**src/stok_pkg.sv**
```systemverilog
// ----------------------------------------------------------------------------
// stok_pkg
// Types, mode codes, token kinds and character tables of the source tokenizer.
// ----------------------------------------------------------------------------
package stok_pkg;

  localparam int unsigned CounterWidthDef = 16;
  localparam int unsigned OffsetWidthDef  = 24;
  localparam logic [30:0] ValMax = 31'h7FFF_FFFF;

  typedef enum logic [3:0] {
    M_IDLE, M_IDENT, M_ZERO, M_DEC, M_PFX, M_RADIX, M_OP, M_LINE, M_BLK, M_BLKSTAR
  } mode_t;

  typedef enum logic [1:0] {RAD_DEC, RAD_HEX, RAD_BIN, RAD_OCT} radix_t;

  localparam logic [5:0] K_END = 6'd0;
  localparam logic [5:0] K_IDENT = 6'd1;
  localparam logic [5:0] K_NUMBER = 6'd2;
  localparam logic [5:0] K_KW_BASE = 6'd3;

  localparam logic [2:0] E_NONE = 3'd0;
  localparam logic [2:0] E_OPEN_COMMENT = 3'd1;
  localparam logic [2:0] E_RANGE = 3'd5;
  localparam logic [2:0] E_LEAD_ZERO = 3'd6;
  localparam logic [2:0] E_BAD_CHAR = 3'd7;

  typedef struct packed {
    logic       action;
    logic [7:0] ch;
  } in_item_t;

  typedef struct packed {
    logic [5:0]  kind;
    logic [30:0] num_value;
    logic        overflow;
    logic [15:0] start_line;
    logic [15:0] start_column;
    logic [23:0] start_offset;
    logic [15:0] token_length;
    logic [2:0]  error_code;
    logic        last;
  } out_item_t;

  function automatic logic is_alpha(input logic [7:0] c);
    return (c >= "a" && c <= "z") || (c >= "A" && c <= "Z");
  endfunction

  function automatic logic is_digit(input logic [7:0] c);
    return c >= "0" && c <= "9";
  endfunction

  function automatic logic [5:0] single_kind(input logic [7:0] p);
    logic [5:0] k;
    k = K_END;
    unique case (p)
      "+": k = 6'd14;
      "-": k = 6'd16;
      "*": k = 6'd18;
      "/": k = 6'd19;
      "%": k = 6'd20;
      "(": k = 6'd21;
      ")": k = 6'd22;
      "{": k = 6'd23;
      "}": k = 6'd24;
      ";": k = 6'd25;
      "^": k = 6'd26;
      "&": k = 6'd27;
      "|": k = 6'd29;
      "~": k = 6'd31;
      "=": k = 6'd32;
      "<": k = 6'd34;
      ">": k = 6'd37;
      "!": k = 6'd40;
      default: k = K_END;
    endcase
    return k;
  endfunction

  function automatic logic [5:0] pair_kind(input logic [7:0] p, input logic [7:0] c);
    logic [5:0] k;
    k = K_END;
    priority if (p == "+" && c == "+") k = 6'd15;
    else if (p == "-" && c == "-") k = 6'd17;
    else if (p == "&" && c == "&") k = 6'd28;
    else if (p == "|" && c == "|") k = 6'd30;
    else if (p == "=" && c == "=") k = 6'd33;
    else if (p == "<" && c == "=") k = 6'd35;
    else if (p == "<" && c == "<") k = 6'd36;
    else if (p == ">" && c == "=") k = 6'd38;
    else if (p == ">" && c == ">") k = 6'd39;
    else if (p == "!" && c == "=") k = 6'd41;
    else k = K_END;
    return k;
  endfunction

  // Digit value in bits [3:0], valid flag in bit 4.
  function automatic logic [4:0] radix_digit(input radix_t r, input logic [7:0] c);
    logic [4:0] d;
    d = 5'd0;
    unique case (r)
      RAD_HEX: begin
        if (is_digit(c)) d = {1'b1, 4'(c - 8'h30)};
        else if (c >= "a" && c <= "f") d = {1'b1, 4'(c - 8'd87)};
        else if (c >= "A" && c <= "F") d = {1'b1, 4'(c - 8'd55)};
      end
      RAD_BIN: if (c == "0" || c == "1") d = {1'b1, 4'(c - 8'h30)};
      RAD_OCT: if (c >= "0" && c <= "7") d = {1'b1, 4'(c - 8'h30)};
      default: d = 5'd0;
    endcase
    return d;
  endfunction

  // Keyword bytes packed with the first character in the low byte, and lengths.
  localparam logic [63:0] KwText [11] = '{
    64'h0000_0000_0074_656C,        // let
    64'h0000_0000_0000_6669,        // if
    64'h0000_0000_6573_6C65,        // else
    64'h0000_0065_6C69_6877,        // while
    64'h0000_0000_0072_6F66,        // for
    64'h0000_006B_6165_7262,        // break
    64'h6575_6E69_746E_6F63,        // continue
    64'h0000_0074_6E69_7270,        // print
    64'h0000_0074_7570_6E69,        // input
    64'h0000_0000_6575_7274,        // true
    64'h0000_0065_736C_6166         // false
  };
  localparam logic [3:0] KwLen [11] = '{
    4'd3, 4'd2, 4'd4, 4'd5, 4'd3, 4'd5, 4'd8, 4'd5, 4'd5, 4'd4, 4'd5
  };

endpackage

```
**src/stok_core.sv**
```systemverilog
// ----------------------------------------------------------------------------
// stok_core
// Lexer state and single-pass next-state logic for one input transfer.
// ----------------------------------------------------------------------------
module stok_core #(
  parameter int unsigned COUNTER_WIDTH = stok_pkg::CounterWidthDef,
  parameter int unsigned OFFSET_WIDTH  = stok_pkg::OffsetWidthDef
) (
  input  logic                clk,
  input  logic                rst_n,
  input  logic                step,
  input  stok_pkg::in_item_t  item,
  output logic [1:0]          res_count,
  output stok_pkg::out_item_t res0,
  output stok_pkg::out_item_t res1
);
  import stok_pkg::*;

  localparam logic [COUNTER_WIDTH-1:0] CntMax = '1;
  localparam logic [OFFSET_WIDTH-1:0]  OffMax = '1;
  localparam logic [COUNTER_WIDTH-1:0] CntOne = COUNTER_WIDTH'(1);

  mode_t                    mode_r, mode_nxt;
  logic [COUNTER_WIDTH-1:0] line_r, line_nxt, col_r, col_nxt;
  logic [OFFSET_WIDTH-1:0]  off_r, off_nxt;
  logic [COUNTER_WIDTH-1:0] sline_r, sline_nxt, scol_r, scol_nxt;
  logic [OFFSET_WIDTH-1:0]  soff_r, soff_nxt;
  logic [15:0]              len_r, len_nxt;
  logic [30:0]              acc_r, acc_nxt;
  logic                     ovf_r, ovf_nxt;
  radix_t                   rad_r, rad_nxt;
  logic [63:0]              kwb_r, kwb_nxt;
  logic [7:0]               pend_r, pend_nxt;
  logic                     halt_r, halt_nxt;

  logic [7:0]  c;
  logic [4:0]  rd;
  logic [34:0] dec_v;
  logic [34:0] rad_v;
  logic [5:0]  id_kind;
  logic        do_idle;
  logic [1:0]  n;
  out_item_t   r0, r1, rr;

  function automatic logic [15:0] sat16(input logic [31:0] v);
    return (v > 32'hFFFF) ? 16'hFFFF : v[15:0];
  endfunction

  function automatic logic [23:0] sat24(input logic [31:0] v);
    return (v > 32'hFF_FFFF) ? 24'hFF_FFFF : v[23:0];
  endfunction

  always_comb begin
    id_kind = K_IDENT;
    for (int k = 0; k < 11; k++) begin
      if (len_r == 16'(KwLen[k]) && kwb_r == KwText[k]) id_kind = K_KW_BASE + 6'(k);
    end
  end

  always_comb begin
    c = item.ch;
    rd = radix_digit(rad_r, c);
    dec_v = {1'b0, acc_r, 3'b0} + {3'b0, acc_r, 1'b0} + 35'(c - 8'h30);
    unique case (rad_r)
      RAD_HEX: rad_v = {acc_r, 4'b0} | 35'(rd[3:0]);
      RAD_BIN: rad_v = {3'b0, acc_r, 1'b0} | 35'(rd[3:0]);
      default: rad_v = {1'b0, acc_r, 3'b0} | 35'(rd[3:0]);
    endcase
  end

  always_comb begin
    mode_t m;
    logic [COUNTER_WIDTH-1:0] ln, cl, sl, sc;
    logic [OFFSET_WIDTH-1:0]  of, so;
    logic [15:0] ln16;
    logic [30:0] ac;
    logic ov, ht, fin;
    radix_t rs;
    logic [63:0] kb;
    logic [7:0] pc;
    m = mode_r; ln = line_r; cl = col_r; of = off_r; sl = sline_r; sc = scol_r;
    so = soff_r; ln16 = len_r; ac = acc_r; ov = ovf_r; rs = rad_r; kb = kwb_r;
    pc = pend_r; ht = halt_r;
    n = 2'd0; r0 = '0; r1 = '0; do_idle = 1'b0; fin = 1'b0;
    rr = '0;

    if (item.action) begin
      if (!halt_r) fin = 1'b1;
    end else if (!halt_r) begin
      unique case (mode_r)
        M_IDENT: begin
          if (is_alpha(c) || is_digit(c) || c == "_") begin
            for (int i = 0; i < 8; i++) if (len_r == 16'(i)) kb[8*i +: 8] = c;
            ln16 = (len_r == 16'hFFFF) ? len_r : len_r + 16'd1;
          end else begin
            fin = 1'b1; do_idle = 1'b1;
          end
        end
        M_ZERO: begin
          if (c == "x" || c == "X" || c == "b" || c == "B" || c == "o" || c == "O") begin
            rs = (c == "x" || c == "X") ? RAD_HEX : (c == "b" || c == "B") ? RAD_BIN : RAD_OCT;
            m = M_PFX;
            ln16 = len_r + 16'd1;
          end else if (c >= "1" && c <= "9") begin
            rr.kind = K_END; rr.error_code = E_LEAD_ZERO;
            rr.start_line = sat16(32'(sline_r)); rr.start_column = sat16(32'(scol_r));
            rr.start_offset = sat24(32'(soff_r));
            r0 = rr; n = 2'd1; ht = 1'b1; m = M_IDLE;
          end else if (c == "0") begin
            ac = '0; m = M_DEC; ln16 = len_r + 16'd1;
          end else begin
            fin = 1'b1; do_idle = 1'b1;
          end
        end
        M_DEC: begin
          if (is_digit(c)) begin
            if (dec_v > 35'(ValMax)) begin ac = ValMax; ov = 1'b1; end
            else ac = dec_v[30:0];
            ln16 = (len_r == 16'hFFFF) ? len_r : len_r + 16'd1;
          end else begin
            fin = 1'b1; do_idle = 1'b1;
          end
        end
        M_PFX: begin
          if (rd[4]) begin
            ac = 31'(rd[3:0]); m = M_RADIX; ln16 = len_r + 16'd1;
          end else fin = 1'b1;
        end
        M_RADIX: begin
          if (rd[4]) begin
            if (!ovf_r) begin
              if (rad_v > 35'(ValMax)) ov = 1'b1;
              else ac = rad_v[30:0];
            end
            ln16 = (len_r == 16'hFFFF) ? len_r : len_r + 16'd1;
          end else begin
            fin = 1'b1; do_idle = 1'b1;
          end
        end
        M_OP: begin
          if (pend_r == "/" && (c == "/" || c == "*")) begin
            m = (c == "/") ? M_LINE : M_BLK;
          end else if (pair_kind(pend_r, c) != K_END) begin
            ln16 = len_r + 16'd1;
            rr.kind = pair_kind(pend_r, c);
            rr.start_line = sat16(32'(sline_r)); rr.start_column = sat16(32'(scol_r));
            rr.start_offset = sat24(32'(soff_r)); rr.token_length = ln16;
            r0 = rr; n = 2'd1; m = M_IDLE;
          end else begin
            fin = 1'b1; do_idle = 1'b1;
          end
        end
        M_LINE: if (c == 8'h0A) m = M_IDLE;
        M_BLK: if (c == "*") m = M_BLKSTAR;
        M_BLKSTAR: begin
          if (c == "/") m = M_IDLE;
          else if (c != "*") m = M_BLK;
        end
        default: do_idle = 1'b1;
      endcase
    end

    // Close the pending token at the current position.
    if (fin) begin
      rr = '0;
      rr.start_line = sat16(32'(sline_r)); rr.start_column = sat16(32'(scol_r));
      rr.start_offset = sat24(32'(soff_r)); rr.token_length = len_r;
      unique case (mode_r)
        M_IDENT: rr.kind = id_kind;
        M_ZERO: rr.kind = K_NUMBER;
        M_DEC: begin rr.kind = K_NUMBER; rr.num_value = acc_r; rr.overflow = ovf_r; end
        M_OP: rr.kind = single_kind(pend_r);
        M_RADIX: begin
          rr.kind = K_NUMBER; rr.num_value = acc_r;
          if (ovf_r) begin
            rr = '0; rr.error_code = E_RANGE;
            rr.start_line = sat16(32'(line_r)); rr.start_column = sat16(32'(col_r));
            rr.start_offset = sat24(32'(off_r)); ht = 1'b1;
          end
        end
        M_PFX: begin
          rr = '0; rr.error_code = 3'(rad_r) + 3'd1;
          rr.start_line = sat16(32'(line_r)); rr.start_column = sat16(32'(col_r));
          rr.start_offset = sat24(32'(off_r)); ht = 1'b1;
        end
        M_BLK, M_BLKSTAR: begin
          rr = '0; rr.error_code = E_OPEN_COMMENT;
          rr.start_line = sat16(32'(sline_r)); rr.start_column = sat16(32'(col_r));
          rr.start_offset = sat24(32'(off_r)); ht = 1'b1;
        end
        default: rr = '0;
      endcase
      if (mode_r != M_IDLE && mode_r != M_LINE) begin r0 = rr; n = 2'd1; end
      m = M_IDLE;
      if (ht) do_idle = 1'b0;
    end

    // Advance the position for every byte that is consumed; hold it on a halt.
    if (!item.action && !halt_r) begin
      if (c == 8'h0A) begin
        ln = (line_r == CntMax) ? line_r : line_r + CntOne;
        cl = CntOne;
      end else cl = (col_r == CntMax) ? col_r : col_r + CntOne;
      of = (off_r == OffMax) ? off_r : off_r + OFFSET_WIDTH'(1);
      if (ht) begin
        ln = line_r; cl = col_r; of = off_r;
      end
    end

    if (do_idle) begin
      if (!(c == " " || c == 8'h0D || c == 8'h09 || c == 8'h0A)) begin
        sl = line_r; sc = col_r; so = off_r; ln16 = 16'd1; ac = '0; ov = 1'b0; kb = '0;
        rr = '0;
        if (is_alpha(c) || c == "_") begin
          kb = 64'(c); m = M_IDENT;
        end else if (c == "0") begin
          rs = RAD_DEC; m = M_ZERO;
        end else if (is_digit(c)) begin
          ac = 31'(c - 8'h30); rs = RAD_DEC; m = M_DEC;
        end else if (pair_kind(c, "=") != K_END || pair_kind(c, c) != K_END || c == "/") begin
          pc = c; m = M_OP;
        end else if (single_kind(c) != K_END) begin
          rr.kind = single_kind(c);
          rr.start_line = sat16(32'(line_r)); rr.start_column = sat16(32'(col_r));
          rr.start_offset = sat24(32'(off_r)); rr.token_length = 16'd1;
          m = M_IDLE;
        end else begin
          ln16 = 16'd0;
          rr.error_code = E_BAD_CHAR;
          rr.start_line = sat16(32'(ln)); rr.start_column = sat16(32'(cl));
          rr.start_offset = sat24(32'(of));
          ht = 1'b1; m = M_IDLE;
        end
        if (rr.kind != K_END || rr.error_code != E_NONE) begin
          if (n == 2'd0) r0 = rr; else r1 = rr;
          n = n + 2'd1;
        end
      end
    end

    if (item.action) begin
      rr = '0;
      rr.start_line = sat16(32'(line_r)); rr.start_column = sat16(32'(col_r));
      rr.start_offset = sat24(32'(off_r));
      if (n == 2'd0) r0 = rr; else r1 = rr;
      n = n + 2'd1;
      m = M_IDLE; ln = CntOne; cl = CntOne; of = '0; sl = CntOne; sc = CntOne; so = '0;
      ln16 = '0; ac = '0; ov = 1'b0; rs = RAD_DEC; kb = '0; pc = '0; ht = 1'b0;
    end

    if (n == 2'd1) r0.last = 1'b1;
    if (n == 2'd2) r1.last = 1'b1;

    mode_nxt = m; line_nxt = ln; col_nxt = cl; off_nxt = of; sline_nxt = sl;
    scol_nxt = sc; soff_nxt = so; len_nxt = ln16; acc_nxt = ac; ovf_nxt = ov;
    rad_nxt = rs; kwb_nxt = kb; pend_nxt = pc; halt_nxt = ht;
  end

  assign res_count = step ? n : 2'd0;
  assign res0 = r0;
  assign res1 = r1;

  always_ff @(posedge clk) begin
    if (!rst_n) begin
      mode_r <= M_IDLE; line_r <= CntOne; col_r <= CntOne; off_r <= '0;
      sline_r <= CntOne; scol_r <= CntOne; soff_r <= '0; len_r <= '0;
      acc_r <= '0; ovf_r <= 1'b0; rad_r <= RAD_DEC; kwb_r <= '0; pend_r <= '0;
      halt_r <= 1'b0;
    end else if (step) begin
      mode_r <= mode_nxt; line_r <= line_nxt; col_r <= col_nxt; off_r <= off_nxt;
      sline_r <= sline_nxt; scol_r <= scol_nxt; soff_r <= soff_nxt; len_r <= len_nxt;
      acc_r <= acc_nxt; ovf_r <= ovf_nxt; rad_r <= rad_nxt; kwb_r <= kwb_nxt;
      pend_r <= pend_nxt; halt_r <= halt_nxt;
    end
  end

  assert property (@(posedge clk) disable iff (!rst_n) res_count != 2'd3)
    else $error("more than two results");
  assert property (@(posedge clk) disable iff (!rst_n) halt_r |-> mode_r == M_IDLE)
    else $error("halted outside idle");
  assert property (@(posedge clk) disable iff (!rst_n)
    (step && item.action) |=> (mode_r == M_IDLE && !halt_r && off_r == '0))
    else $error("end marker did not clear state");
endmodule

```
**src/source_tokenizer_unit.sv**
```systemverilog
// A result is written into the registered result queue by the input transfer that makes it.
// Throughput: one input byte per cycle while the four-entry result queue holds two
// or fewer results; in_ready drops at three or more, since one byte makes up to two.
// Reset (rst_n low, synchronous) returns the lexer to line 1, column 1, offset 0
// and empties the queue.
// ----------------------------------------------------------------------------
// source_tokenizer_unit
// Streaming tokenizer top level with an output result queue.
// ----------------------------------------------------------------------------
module source_tokenizer_unit #(
  parameter int unsigned COUNTER_WIDTH = stok_pkg::CounterWidthDef,
  parameter int unsigned OFFSET_WIDTH  = stok_pkg::OffsetWidthDef
) (
  input  logic                clk,
  input  logic                rst_n,
  input  logic                in_valid,
  output logic                in_ready,
  input  stok_pkg::in_item_t  in_data,
  output logic                out_valid,
  input  logic                out_ready,
  output stok_pkg::out_item_t out_data
);
  import stok_pkg::*;

  out_item_t  q_r [4];
  logic [1:0] rp_r, wp_r;
  logic [2:0] cnt_r;
  logic [1:0] nres;
  out_item_t  r0, r1;
  logic       step, pop;

  // Accept only with room for two results.
  assign in_ready = (cnt_r <= 3'd2);
  assign step = in_valid && in_ready;
  assign out_valid = (cnt_r != 3'd0);
  assign out_data = q_r[rp_r];
  assign pop = out_valid && out_ready;

  stok_core #(.COUNTER_WIDTH(COUNTER_WIDTH), .OFFSET_WIDTH(OFFSET_WIDTH)) u_core (
    .clk(clk), .rst_n(rst_n), .step(step), .item(in_data),
    .res_count(nres), .res0(r0), .res1(r1)
  );

  always_ff @(posedge clk) begin
    if (nres != 2'd0) q_r[wp_r] <= r0;
    if (nres == 2'd2) q_r[wp_r + 2'd1] <= r1;
  end

  always_ff @(posedge clk) begin
    if (!rst_n) begin
      rp_r <= '0; wp_r <= '0; cnt_r <= '0;
    end else begin
      wp_r <= wp_r + nres;
      if (pop) rp_r <= rp_r + 2'd1;
      cnt_r <= cnt_r + 3'(nres) - 3'(pop);
    end
  end

  assert property (@(posedge clk) disable iff (!rst_n) cnt_r <= 3'd4)
    else $error("result queue overrun");
  assert property (@(posedge clk) disable iff (!rst_n) (step && in_data.action) |-> nres != 2'd0)
    else $error("end marker gave no result");
  assert property (@(posedge clk) disable iff (!rst_n) out_valid |-> cnt_r != 3'd0)
    else $error("valid on empty queue");
endmodule
```
**config.mk**
```make
export PLATFORM = sky130hd
export DESIGN_NAME = source_tokenizer_unit
export DESIGN_NICKNAME = d
export VERILOG_FILES = /design/src/stok_pkg.sv /design/src/stok_core.sv /design/src/source_tokenizer_unit.sv
export SDC_FILE = /design/constraint.sdc
export NUM_CORES = 2
export LEC_CHECK = 0
export ABC_AREA = 1
export BUFFER_PORTS_ARGS = -buffer_cell sky130_fd_sc_hd__buf_2
export CAP_MARGIN = 20
export CORE_UTILIZATION = 33
export CTS_BUF_LIST = sky130_fd_sc_hd__clkbuf_16
export CTS_CLUSTER_DIAMETER = 40
export DETAILED_ROUTE_END_ITERATION = 10
export MAX_ROUTING_LAYER = met4
export SLEW_MARGIN = 20
export SYNTH_ARGS = -nofsm -noshare
export SYNTH_HDL_FRONTEND = slang
export SYNTH_SLANG_ARGS = --single-unit
```
**constraint.sdc**
```tcl
create_clock -name clk -period 6.7 [get_ports clk]
set_clock_uncertainty 0.15 [all_clocks]
set_input_delay 0.335 -clock clk [delete_from_list [all_inputs] [get_ports clk]]
set_output_delay 0.335 -clock clk [all_outputs]
set_load 0.01 [all_outputs]
```
==> Yosys cells after proc, flatten, opt, wreduce, memory -nomap -nowiden <==
Memories as Yosys holds them, arrays and structs flattened. A register that Yosys moved wholly into a read port is not among the register bits.
Cells that the tools add are included.
{ "totals": {"ff_bits": 246, "ramBits": 456, "elab_cells": 508, "out_inout_bits": 116, "mem_count": 1, "latchBits": 0, "rom_bits": 0, "in_bits": 13} }
{ "memory_table": {"columns": ["memory", "depth", "width", "read_ports", "rd_clocked_by_memory_dff", "write_ports", "line_no", "source"], "rows": [
  ["q_r", 4, 114, 1, 1, 2, "source_tokenizer_unit.sv:25", "out_item_t q_r [4];"]
]} }
{ "classes": {"shifts": 0, "n_div": 0, "n_mux": 284, "multipliers": 0, "n_addsub": 19, "bitwise_logic": 3, "n_eq_ne": 93, "reduce_logical": 78, "magnitude_cmp": 13} }
{ "ops": {"columns": ["cell", "n"], "rows": [
  ["$mux W114", 19],
  ["$mux W16", 34],
  ["$mux W31", 16],
  ["$mux W75", 6],
  ["$mux W64", 6],
  ["$mux W6", 61],
  ["$eq A64 B39 Y1 const B", 5],
  ["$pmux W76 S4", 1],
  ["$eq A8 B6 Y1 const B", 29],
  ["$pmux W114 S2", 1],
  ["$pmux W6 S18", 2],
  ["$mux W24", 7],
  ["$eq A8 B7 Y1 const B", 17],
  ["$eq A64 B23 Y1 const B", 2],
  ["$eq A64 B31 Y1 const B", 2],
  ["$mux W8", 16],
  ["$pmux W31 S4", 1],
  ["$mux W110", 1],
  ["$pmux W16 S6", 1],
  ["$mux W4", 19],
  ["$mux W76", 1],
  ["$gt A35 B31 Y1 const B", 2],
  ["$pmux W35 S2", 1],
  ["$eq A16 B3 Y1 const B", 4],
  ["other kinds (64)", 236]
]} }

==> Depth between registers and ports, before layout <==
{ "depth": {"depth_word": 54, "ltp_mapped": 34, "depth_no_buf": 32} }

==> Cells and area by module <==
From an unflattened synthesis, not the netlist that was laid out.
{ "hier_totals": {"hier_cells": 6784, "hier_area_um2": 47345.4} }
{ "by_module_without_submodules": {"columns": ["module", "seq_area_each_um2", "cells_per_inst", "n_inst", "area_per_inst_um2"], "rows": [
  ["stok_core", 4784.6, 4481, 1, 25215.4],
  ["source_tokenizer_unit", 13873.3, 2303, 1, 22130.0]
]} }

==> Worst setup path after synthesis <==
No wires, ideal clock.
{ "synth_timing": {"path_type": "input to register", "from": "input port in_data[1] in the netlist's numbering", "to": "memory q_r[0][0] in the netlist's numbering, enable pin", "n_path_buf": 3, "path_slack_ps": 976, "setup_time_ps": 427, "required_ps": 6123, "t_arrival_ps": 5147, "path_stages": 32, "path_cell_list": "clkbuf_1 > inv_1 > ha_1 > inv_1 > nor2_1 > nand2_2 > nand2_1 > nand2_1 > nand2_1 > inv_2 > nand2_1 > nor2_1 > nand2_2 > inv_2 > nor2_4 > nand2_4 > nand2_1 > inv_2 > nand2_2 > ha_1 > inv_1 > nand2_1 > nand2_1 > ha_1 > inv_1 > o21ai_2 > nand2_4 > nand2_2 > nand2_1 > buf_4 > buf_4 > nand2_1"} }
{ "synth_lines": {"columns": ["element", "line_no", "source"], "rows": [
  ["from (decl)", "source_tokenizer_unit.sv:18", "input stok_pkg::in_item_t in_data,"],
  ["to (decl)", "source_tokenizer_unit.sv:25", null]
]} }

==> out/qor.yml <==
finalNetCount: 6759
die-width_um: 374
minimum_setup_slack_in_the_final_design_ns: 0.817
ys.flop_type: "sky130_fd_sc_hd__dfxtp_1"
drive_gt1_share_pct: 8.69
yosys.area.top_type_share_pct: 19.2
timing.critical_path.from_type: "primary input"
hold_violations: 0
cellLeakagePower_nw: 20.8
placeableCoreArea_um2: 136000
post_drt_via_cell_ratio: 5.65
postPlaceCellArea_um2: 47800
worst_setup_sp: "in_data[0]"
largest_net_degree_at_the_start_of_global_routing: 164
cts-htree-levels: 3
timing.final.crit_period_ns: 5.88
setup-tns-final_ns: 0
routabilityCongestion: 0.981
cp_data_required_time_ns: 7.14
worstSkewPairLatency_ns: 0.78
cts_made_buffers: 120
min_from: "in_valid"
first_global_vias: 44400
synth.cell_area_um2: 45600
finalSetupViolCount: 0
cts.root.buffer_cell: "sky130_fd_sc_hd__clkbuf_16"
synth.top_cells.by_count: "sky130_fd_sc_hd__nand2_1, sky130_fd_sc_hd__nand3_1, sky130_fd_sc_hd__o21ai_0"
area_occupied_by_multi_input_gates_um2: 24900
postLayoutCellArea_um2: 52100
fillCellCount: 14300
avgRoutedWirePerCell_um: 20.8
cpMaxStageDelayCell: "sky130_fd_sc_hd__dlygate4sd3_1"
synth-seq-area-share_pct: 36.8
outcome: "finished clean"
io_pins: 129
synth_largest_area_cell: "sky130_fd_sc_hd__dfxtp_1"
critPathMaxStageDelay_ns: 0.58
syn-mean-instance-area_um2: 6.79
synth_edf_count: 268
area.growth.synth_to_final_pct: 14.4
numClockSinks: 704
drtPass1Iterations: 8
detail-route-antenna-nets: 0
yosysMostFrequentCell: "sky130_fd_sc_hd__nand2_1"
reg2reg_setup_slack_ns: 0.93
dp_slack_ns: 0.769
drt-total-wl_um: 178000
yosys_warnings: 0
grt_antenna_before_repair: 6
critPathMostFrequentCell: "sky130_fd_sc_hd__nand2_1"
max-cap-violations: 0
cts.hold.buffers_added: 11
synth.distinct_cells: 65
critical_path_arrival_ns: 6.33
worst_path_dominant_cell_family: "buffers and inverters"
power_per_cell_area_nw_per_um2: 288
timing_max_transition_violations_final: 0
cp_max_fo: 24
dr_total_vias: 48200
setup.worst_path.end_class: "register"
grt_util_all_layers_pct: 25.3
postSynth.asyncResetShare_pct: 0
cts_setup_buffers: 0
numPortBuffers: 128
synth_nets: 6819
worst-slew-pin-transition_ns: 1.27
post_cts.resized_instances: 0
grt_pass1_wl_um: 272000
maxClockFrequency_ghz: 0.170
layout_worst_path_cycle_share_pct: 87.8
area.sequential_um2: 16800
total_power_w: 0.0150
holdCritPathClass: "in2reg"
path_clk_slew_ns: 0.05
initialDrtViolationCount: 5303
worst-setup-path-type: "in2reg"
power.ir.vdd_worst_mv: 0.243
route.detailed.drc: 0
top_area_cells_in_the_synthesized_netlist: "sky130_fd_sc_hd__dfxtp_1, sky130_fd_sc_hd__edfxtp_1, sky130_fd_sc_hd__nand2_1, sky130_fd_sc_hd__nand3_1, sky130_fd_sc_hd__o21ai_0"
die_h_um: 374
hpwlAfterDp_um: 117000
synth.ff_latch_count: 704
timing.rr.start: "u_core.mode_r[1]"
row_count: 135
cts_buffer_depth: 3
setup_repair_after_global_routing_missed_its_margin: "no"
floorplan.initialDensity_pct: 33.4
grt_remaining_overflow: 0
synthesis.instances: 6711
end_of_flow_core_utilization_pct: 38.2
fp.dieArea_um2: 140000
crit_buf_inv: 12
timing.max_slew.rel_slack_pct: 13.4
tritoncts: "yes"
-- kinds of logic after synthesis --
group / count (synthesis) / share of synthesized area (%)
adders and majority gates: 95 / 3.12
AOI/OAI and AO/OA: 1562 / 19.7
xor gates and xnor gates: 55 / 1.06
DFF: 704 / 36.8
buffers and inverters: 995 / 8.84
and+or+nand+nor: 3300 / 30.5
-- worst paths after layout --
path	to	cells past startpoint
hold / removal	u_core.acc_r[4]	4
setup / recovery	q_r[0][54]	34
hold reg to reg	q_r[1][13]	2
setup reg to reg	q_r[0][54]	23
-- worst reg2reg max path: stages (launching register included) --
cell and delay (ns):
sky130_fd_sc_hd__dfxtp_1 0.48, sky130_fd_sc_hd__nor2_1 0.11, sky130_fd_sc_hd__inv_2 0.09, sky130_fd_sc_hd__nor2_2 0.05, sky130_fd_sc_hd__inv_2 0.21, sky130_fd_sc_hd__nor2_1 0.17, sky130_fd_sc_hd__nor2_2 0.72, sky130_fd_sc_hd__inv_2 0.29
sky130_fd_sc_hd__nor2_2 0.20, sky130_fd_sc_hd__inv_2 0.20, sky130_fd_sc_hd__nor2_2 0.24, sky130_fd_sc_hd__nand4_2 0.17, sky130_fd_sc_hd__nand3_1 0.18, sky130_fd_sc_hd__nand2_1 0.07, sky130_fd_sc_hd__ha_1 0.27, sky130_fd_sc_hd__inv_1 0.04
sky130_fd_sc_hd__o21ai_2 0.23, sky130_fd_sc_hd__nand2_4 0.20, sky130_fd_sc_hd__inv_6 0.15, sky130_fd_sc_hd__nand3_4 0.28, sky130_fd_sc_hd__inv_2 0.59, sky130_fd_sc_hd__buf_12 0.31, sky130_fd_sc_hd__nand2_1 0.09, sky130_fd_sc_hd__nand2_1 0.10
-- area by class of cell --
class	instances	share of cell area, %
Antenna cell	2	0.00960
Clock inverter	103	2.17
Clock buffer	123	5.90
Multi-Input combinational cell	5012	47.8
Timing Repair Buffer	258	3.61
Inverter	555	4.03
Tap cell	1781	4.27
Sequential cell	704	32.2
-- state kept, by name, summed over array words and instances (netlist names), named ones only --
register,count
q_r,456
u_core.ovf_r,1
rp_r,2
u_core.pend_r,8
u_core.rad_r,2
u_core.halt_r,1
u_core.line_r,16
u_core.scol_r,16
wp_r,2
cnt_r,3
u_core.acc_r,31
u_core.len_r,16
u_core.off_r,24
u_core.col_r,16
u_core.mode_r,4
u_core.soff_r,24
u_core.sline_r,16
u_core.kwb_r,64
-- routing by layer --
metal,part of all wire (%),vias up,global-route usage (%)
met5,0,-,-
met3,9.1,329,4.27
met2,44,2324,37.9
met4,2.8,0,8.03
met1,44,22800,34.5
li1,-,22700,-
-- cells in the final DEF, fill, tap and decap left out, types with 100 or more instances in the layout --
cell	instances
sky130_fd_sc_hd__clkbuf_16	123
sky130_fd_sc_hd__dfxtp_1	434
sky130_fd_sc_hd__buf_4	100
sky130_fd_sc_hd__buf_2	128
sky130_fd_sc_hd__edfxtp_1	268
sky130_fd_sc_hd__nand2_1	1875
sky130_fd_sc_hd__a21oi_1	357
sky130_fd_sc_hd__o22ai_1	194
sky130_fd_sc_hd__nor3_1	124
sky130_fd_sc_hd__o21ai_1	144
sky130_fd_sc_hd__inv_1	493
sky130_fd_sc_hd__nand3_1	607
sky130_fd_sc_hd__nor2_1	492
sky130_fd_sc_hd__o21ai_0	565
-- stage by stage --
step	cells	hold WS, ns
floorplan	6711	0.286
CTS	8536	0.203
detailed placement	8299	0.302
global route	8538	0.296
finish	8538	0.281
global placement	8299	0.292
-- power breakdown --
group / leakage (nW) / internal, W / switching [W]
registers: 6.24 / 0.00470 / 0.000230
clock network: 2.01 / 0.00390 / 0.00249
logic: 12.6 / 0.00100 / 0.00272
Power figures use the tool's default switching activity.
